===== src/rtl/incidence_inverter_defines.svh =====
// Assertion helpers for the RTL.
`ifndef INCIDENCE_INVERTER_DEFINES_SVH
`define INCIDENCE_INVERTER_DEFINES_SVH

// Same-cycle implication, disabled while in reset.
`define IINV_ASSERT_NOW(name, clk, rst_n, ante, cons) \
	name: assert property (@(posedge clk) disable iff (!rst_n) (ante) |-> (cons)) \
	else $error("iinv check failed");

// Next-cycle implication, disabled while in reset.
`define IINV_ASSERT_NEXT(name, clk, rst_n, ante, cons) \
	name: assert property (@(posedge clk) disable iff (!rst_n) (ante) |=> (cons)) \
	else $error("iinv check failed");

`endif


===== src/rtl/iinv_pkg.sv =====
`timescale 1ns / 1ps
package iinv_pkg;

	localparam int NUM_VERTICES = 1024;
	localparam int MAX_VALENCE  = 32;
	localparam int ELEMENT_BITS = 16;

	localparam int VIDX_W      = $clog2(NUM_VERTICES);
	localparam int SLOT_W      = $clog2(MAX_VALENCE);
	localparam int FILL_W      = $clog2(MAX_VALENCE + 1);
	localparam int ADDR_W      = VIDX_W + SLOT_W;
	localparam int STORE_DEPTH = NUM_VERTICES * MAX_VALENCE;

	localparam int VCNT_W = 11;
	localparam int ELEM_W = 16;
	localparam int VAL_W  = 6;

	localparam logic [VCNT_W-1:0] VCNT_RESET = 11'd1024;

	typedef enum logic [1:0] {
		KIND_APPEND = 2'd0,
		KIND_QUERY  = 2'd1,
		KIND_CLEAR  = 2'd2
	} kind_t;

	typedef enum logic [1:0] {
		ST_OK    = 2'd0,
		ST_EMPTY = 2'd1,
		ST_FULL  = 2'd2,
		ST_RANGE = 2'd3
	} status_t;

	typedef struct packed {
		kind_t              kind;
		logic [VCNT_W-1:0]  vertex;
		logic [ELEM_W-1:0]  element;
	} req_t;

	typedef struct packed {
		logic [ELEM_W-1:0]  element_out;
		status_t            status;
		logic [VAL_W-1:0]   valence;
		logic               last;
	} result_t;

	// controller -> datapath
	typedef struct packed {
		logic accept;
		logic clr_wr;
		logic app_exec;
		logic q_check;
		logic q_issue;
	} cmd_t;

	// datapath -> controller
	typedef struct packed {
		logic range_ok;
		logic fill_zero;
		logic clr_last;
		logic k_last;
	} sts_t;

endpackage


===== src/rtl/iinv_ctrl.sv =====
`timescale 1ns / 1ps
module iinv_ctrl import iinv_pkg::*; (
	input  logic  clk,
	input  logic  arst_n,
	input  logic  start,
	input  kind_t kind,
	input  sts_t  sts,
	output cmd_t  cmd,
	output logic  busy
);

	typedef enum logic [5:0] {
		S_CLR   = 6'b000001,
		S_IDLE  = 6'b000010,
		S_APP   = 6'b000100,
		S_QFILL = 6'b001000,
		S_QRUN  = 6'b010000,
		S_QTAIL = 6'b100000
	} state_t;

	state_t state_q;
	state_t state_d;

	always_comb begin
		state_d = state_q;
		cmd     = '0;
		unique case (state_q)
			S_CLR: begin
				cmd.clr_wr = 1'b1;
				if (sts.clr_last) begin
					state_d = S_IDLE;
				end
			end
			S_IDLE: begin
				if (start) begin
					cmd.accept = 1'b1;
					unique case (kind)
						KIND_APPEND: state_d = S_APP;
						KIND_QUERY:  state_d = S_QFILL;
						KIND_CLEAR:  state_d = S_CLR;
						default:     state_d = S_IDLE;
					endcase
				end
			end
			S_APP: begin
				cmd.app_exec = 1'b1;
				state_d      = S_IDLE;
			end
			S_QFILL: begin
				cmd.q_check = 1'b1;
				if (sts.range_ok && !sts.fill_zero) begin
					state_d = S_QRUN;
				end else begin
					state_d = S_IDLE;
				end
			end
			S_QRUN: begin
				cmd.q_issue = 1'b1;
				if (sts.k_last) begin
					state_d = S_QTAIL;
				end
			end
			S_QTAIL: begin
				state_d = S_IDLE;
			end
			default: begin
				state_d = S_IDLE;
			end
		endcase
	end

	always_ff @(posedge clk or negedge arst_n) begin
		if (!arst_n) begin
			state_q <= S_CLR;
		end else begin
			state_q <= state_d;
		end
	end

	assign busy = (state_q != S_IDLE);

endmodule


===== config.mk =====
export PLATFORM = sky130hd
export DESIGN_NAME = iinv_ctrl
export DESIGN_NICKNAME = d
export VERILOG_FILES = /design/src/rtl/incidence_inverter_defines.svh /design/src/rtl/iinv_pkg.sv /design/src/rtl/iinv_ctrl.sv
export SDC_FILE = /design/constraint.sdc
export NUM_CORES = 1
export LEC_CHECK = 0
export BUFFER_PORTS_ARGS = -buffer_cell sky130_fd_sc_hd__buf_2
export CORE_MARGIN = 2
export CORE_UTILIZATION = 25
export DETAILED_ROUTE_END_ITERATION = 8
export HOLD_SLACK_MARGIN = 0.1
export REMOVE_ABC_BUFFERS = 1
export SYNTH_ARGS = -nofsm -noshare
export SYNTH_HDL_FRONTEND = slang
export SYNTH_SLANG_ARGS = --single-unit

===== constraint.sdc =====
create_clock -name clk -period 4.3 [get_ports clk]
set_input_delay 0.43 -clock clk [delete_from_list [all_inputs] [get_ports clk]]
set_output_delay 0.43 -clock clk [all_outputs]
set_load 0.1 [all_outputs]

==> reports/metrics.csv, run 1 <==
metric,value,unit
path_class,reg2out,
diodes,0,
largest_reg_flops,6,
final_nets,65,
clk_path_buf_depth,2,
powerDensity,586,mW/mm^2
layout-drive-gt1-share,49.1,%
gr-total-overflow,0,
r2r_slack,2.66,ns
cts_resized,0,
initial_core_util,26.7,%
path_cells,or4_4 -> or3b_4 -> clkinv_2 -> buf_2,
numCtsBuffers,3,
drc,0,
vias,318,
first_global_vias,297,
cts_tree,yes,
path_depth,4,
power,277,uW
cp_num_buf_inv,2,
vdd_drop_max,374,uV
hold_viol_final,0,
critPathTopFamily,simple AND/OR/NAND/NOR gates,
comb_power_share,53.6,%
period_minus_slack,2.49,ns
fp.dieH,41.3,um
synth_seq_cells,6,
switching_share,49.7,%
die_w,41.3,um
grt_usage,12.4,%
antenna_found_initial,0,
postRouteWirelength,746,um
power_switching,138,uW
crit_start,state_q[4],
viasPerCell,4.54,
muxShareOfSynthArea,0,%
finalSetupTns,0,ns
slew_violations,0,
grt_max_degree,7,
die_area,0.00171,sq mm
detail_route.wl_per_cell,10.7,um
required,3.87,ns
synth.avg_cell_area,9.66,sq um
syn_area,348,sq um
synth_compound_area_share,11.9,%
rsz0062_at_grt,false,
reg.largest.list,state_q: 6 flops,
top_register,state_q,
cpPeakStageDelay,0.50,ns
grt_pass1_wl,1.28,mm
p_leak,0.247,nW
htreeDepth,1,
gp_congestion,0.725,
clk_latency,0.24,ns
synth_cell_types,22,
dpl.hpwl,587,um
clock.fmax,401,MHz
final_common_cell,buf_2,
crit_arrival,2.06,ns
drtPass1Iterations,4,
ys_seq_area_share,43.5,%
ff2ff_path_depth,5,
slowest_stage,or4_4,
pwr-share-clk,20.3,%
synth_top_family_by_area,simple AND/OR/NAND/NOR gates,
area_growth,36.0,%
clk_pin_slew,0.05,ns
slew-limit-headroom,67.7,%
reg2reg_to,state_q[1],
hold_depth,2,
yosys_warnings,0,
synth_xor_area_share,0,%
io_buffers,14,
ant_nets,0,
pwr-share-seq,26.1,%
crit_path_end_kind,primary output,
endpoint,cmd[1],
num_rows,13,
most-common-layout-cells,"buf_2 (14), dfrtp_1 (5), inv_1 (4)",
drv_cap,0,
hp-class,in2reg,
finalSetupViolations,0,
ctsHoldBuffers,1,
crit_path_start_kind,flop,
clock_skew,0.00489,ns
p_int,139,uW
synth-simple-area-share,38.8,%
reg2reg_from,state_q[4],
drt_iter0_markers,5,
outcome,finished clean,
worst_slew_pin_slew,0.487,ns
cts_setup_buffers,0,
ios,15,
period_share,58.0,%
netlist_instances,36,
crit_fanout,6,
fp.coreArea,0.00130,sq mm
cts_num_sinks,6,
synth-adder-area-share,0,%
cts_root_buf,clkbuf_4,
[worst min-delay path by stage]
stage	start	end	slack, ns
floorplan	arst_n	state_q[1]	0.13
finish	kind[1]	state_q[3]	0.39
CTS	kind[0]	state_q[2]	0.38
global placement	arst_n	state_q[5]	0.26
global route	kind[0]	state_q[2]	0.39
detailed placement	arst_n	state_q[5]	0.26
[metrics by stage]
step	instances	cell area (sq um)	setup slack [ns]	hold WS [ns]	util (%)
2_1_floorplan	36	348	0.745	0.134	-
3_3_place_gp	65	437	2.08	0.260	33.6
3_5_place_dp	65	437	2.07	0.261	33.6
4_1_cts	70	473	1.80	0.376	36.3
5_1_grt	70	473	1.74	0.394	36.3
6_report	70	473	1.81	0.393	36.3
[layout make-up]
| type | count | area, sq um |
|---|---|---|
| clock buffers | 4 | 26.3 |
| fillers | 155 | 828 |
| inverters | 5 | 20.0 |
| multi-input cells | 25 | 176 |
| flip-flops and latches | 6 | 151 |
| well taps | 15 | 18.8 |
| repair buffers | 15 | 80.1 |
[synth_stat cells]
cell	instances	area share (%)
a22oi_2	1	3.6
a21oi_2	1	2.5
dfrtp_1	5	36
o32ai_1	1	2.5
or3b_2	2	5.0
and3b_2	1	2.9
or4_4	1	3.2
nand3_1	2	2.9
nor3b_1	3	6.5
nor4_1	1	1.8
o22ai_1	1	1.8
nand2_1	3	3.2
dfstp_2	1	7.6
clkinv_2	1	1.4
nand2b_1	1	1.8
or3b_4	1	3.2
a21oi_1	1	1.4
inv_1	4	4.3
or2b_2	1	2.5
nor3_1	2	2.9
and2_1	1	1.8
nor2_1	1	1.1
[power groups by stage]
| stage | clock network, mW | registers, mW | logic [mW] |
|---|---|---|---|
| 3_5_place_dp | 0 | 0.0731 | 0.148 |
| 2_1_floorplan | 0 | 0.0713 | 0.127 |
| 4_1_cts | 0.0594 | 0.0723 | 0.150 |
| 3_3_place_gp | 0 | 0.0727 | 0.148 |
| 6_report | 0.0562 | 0.0725 | 0.149 |
| 5_1_grt | 0.0643 | 0.0742 | 0.159 |
[logic make-up after synthesis]
family | count (synthesis)
AND/OR/NAND/NOR | 20
buffers and inverters | 5
flip-flops | 6
AO/OA/AOI/OAI | 5
[metal layers]
metal / global-route usage, % / vias up / wire length, um
met3: 3.19 / 2 / 57
met1: 15.8 / 137 / 340
met2: 16.4 / 12 / 336
met4: 12.1 / 0 / 12
li1: - / 167 / -
met5: 0 / - / 0
Note: power is estimated with default switching activity, not from simulation.
==> run 2, diff against run 1 <==
- clock period: 4.3 -> 2 ns (I/O delays scaled with it)
==> reports/metrics.csv, run 2 (synthesized netlist as in run 1, its figures left out) <==
metric,value,unit,change
period_minus_slack,2.00,ns,
final_common_cell,buf_2,,unchanged
critPathTopFamily,simple AND/OR/NAND/NOR gates,,unchanged
fp.coreArea,0.00130,sq mm,unchanged
htreeDepth,1,,unchanged
postRouteWirelength,880,um,was 746 um
detail_route.wl_per_cell,11.9,um,was 10.7 um
gr-total-overflow,0,,unchanged
whs,0.152,ns,was 0.393 ns
area_growth,60.8,%,was 36.0%
dpl_worst_slack,0.196,ns,was 2.07 ns
finalSetupViolations,0,,unchanged
ant_nets,0,,unchanged
path_cells,or4_4 -> or3b_4 -> clkinv_4 -> buf_12,,was or4_4 -> or3b_4 -> clkinv_2 -> buf_2
dpl_cell_area,482,sq um,was 437 sq um
crit_path_end_kind,primary output,,unchanged
layout-drive-gt1-share,54.2,%,was 49.1%
grt_max_degree,7,,unchanged
fin_cells,74,,was 70
dpl.hpwl,657,um,was 587 um
crit_fanout,2,,was 6
slowest_stage,or4_4,,unchanged
multi_input_area,181,sq um,was 176 sq um
regArea,151,sq um,unchanged
die_area,0.00171,sq mm,unchanged
required,1.80,ns,was 3.87 ns
numCtsBuffers,3,,unchanged
clk_path_buf_depth,2,,unchanged
vias,348,,was 318
final_nets,69,,was 65
drtPass1Iterations,2,,was 4
ios,15,,unchanged
rsz0062_at_grt,true,,was false
gp_congestion,0.708,,was 0.725
fin_ws,0.00451,ns,was 1.81 ns
drt_iter0_markers,2,,was 5
clock.fmax,501,MHz,
clock_skew,0.000418,ns,was 0.00489 ns
drc,0,,unchanged
finish.utilization,43.0,%,was 36.3%
die_w,41.3,um,unchanged
dp_cells,65,,unchanged
use_met2,20.7,%,was 16.4%
slew_violations,0,,unchanged
finalSetupTns,0,ns,unchanged
clk_pin_slew,0.05,ns,about the same
cts_root_buf,clkbuf_4,,unchanged
first_global_vias,338,,was 297
powerDensity,1180,mW/mm^2,was 586 mW/mm^2
drv_cap,0,,unchanged
p_leak,0.277,nW,was 0.247 nW
antenna_found_initial,0,,unchanged
power,657,uW,was 277 uW
clk_latency,0.25,ns,was 0.24 ns
grt_pass1_wl,1.44,mm,was 1.28 mm
path_class,reg2out,,unchanged
met3_usage,4.26,%,was 3.19%
grt.busiest_layer,met2,,unchanged
cts_num_sinks,6,,unchanged
fill_cells,133,,was 155
cp_num_buf_inv,2,,unchanged
cts_tree,yes,,unchanged
reg.largest.list,state_q: 6 flops,,unchanged
cpPeakStageDelay,0.53,ns,was 0.50 ns
outcome,finished clean,,unchanged
slew-limit-headroom,68.1,%,was 67.7%
hold_viol_final,0,,unchanged
most-common-layout-cells,"buf_2 (10), buf_4 (5), dfrtp_1 (5)",,"was buf_2 (14), dfrtp_1 (5), inv_1 (4)"
hp-class,in2reg,,unchanged
grt_use_met1,15.8,%,about the same
initial_core_util,26.7,%,unchanged
period_share,99.8,%,
diodes,0,,unchanged
largest_reg_flops,6,,unchanged
crit_path_start_kind,flop,,unchanged
fp.dieH,41.3,um,unchanged
io_buffers,14,,unchanged
grt_usage,13.8,%,was 12.4%
design_area,559,sq um,was 473 sq um
top_register,state_q,,unchanged
worst_slew_pin_slew,0.482,ns,was 0.487 ns
vdd_drop_max,761,uV,was 374 uV
crit_arrival,1.80,ns,was 2.06 ns
num_rows,13,,unchanged
viasPerCell,4.70,,was 4.54
-- run 2: final timing paths --
| check | from | endpoint | slack, ns | cells after the start |
|---|---|---|---|---|
| max | state_q[0] | cmd[1] | 0.005 | 4 |
| min | kind[1] | state_q[3] | 0.15 | 2 |
| max reg2reg | state_q[0] | state_q[1] | 0.30 | 5 |
| min reg2reg | state_q[5] | state_q[0] | 0.68 | 3 |
| max in group asynchronous | arst_n | state_q[0] | 1.47 | 2 |
| min in group asynchronous | arst_n | state_q[3] | 0.31 | 2 |
-- run 2: power breakdown --
| group | internal [mW] | leakage (nW) | switching [mW] | total (mW) |
|---|---|---|---|---|
| logic | 0.129 | 0.185 | 0.254 | 0.383 |
| registers | 0.140 | 0.0766 | 0.0107 | 0.151 |
| clock network | 0.0759 | 0.0150 | 0.0479 | 0.124 |
-- run 2: metal layers --
metal | share of wire (%) | vias up
met5 | 0 | -
met4 | 3.1 | 0
met3 | 6.6 | 5
met2 | 48 | 15
met1 | 42 | 149
li1 | - | 179
-- run 2: area by class of cell --
class / instances / area share, %
clock buffer: 4 / 4.70
inverter: 5 / 4.25
multi-input combinational: 25 / 32.4
sequential: 6 / 27.1
tap: 15 / 3.36
timing repair buffer: 19 / 28.2
-- run 2: timing repair --
action	4_1_cts	5_1_grt
gates resized for setup	2	2
hold endpoints to repair	6	0
buffers inserted	4	0
pin swaps	1	1
hold buffers	1	0
endpoints found under the setup margin	2	3
cloned	0	0
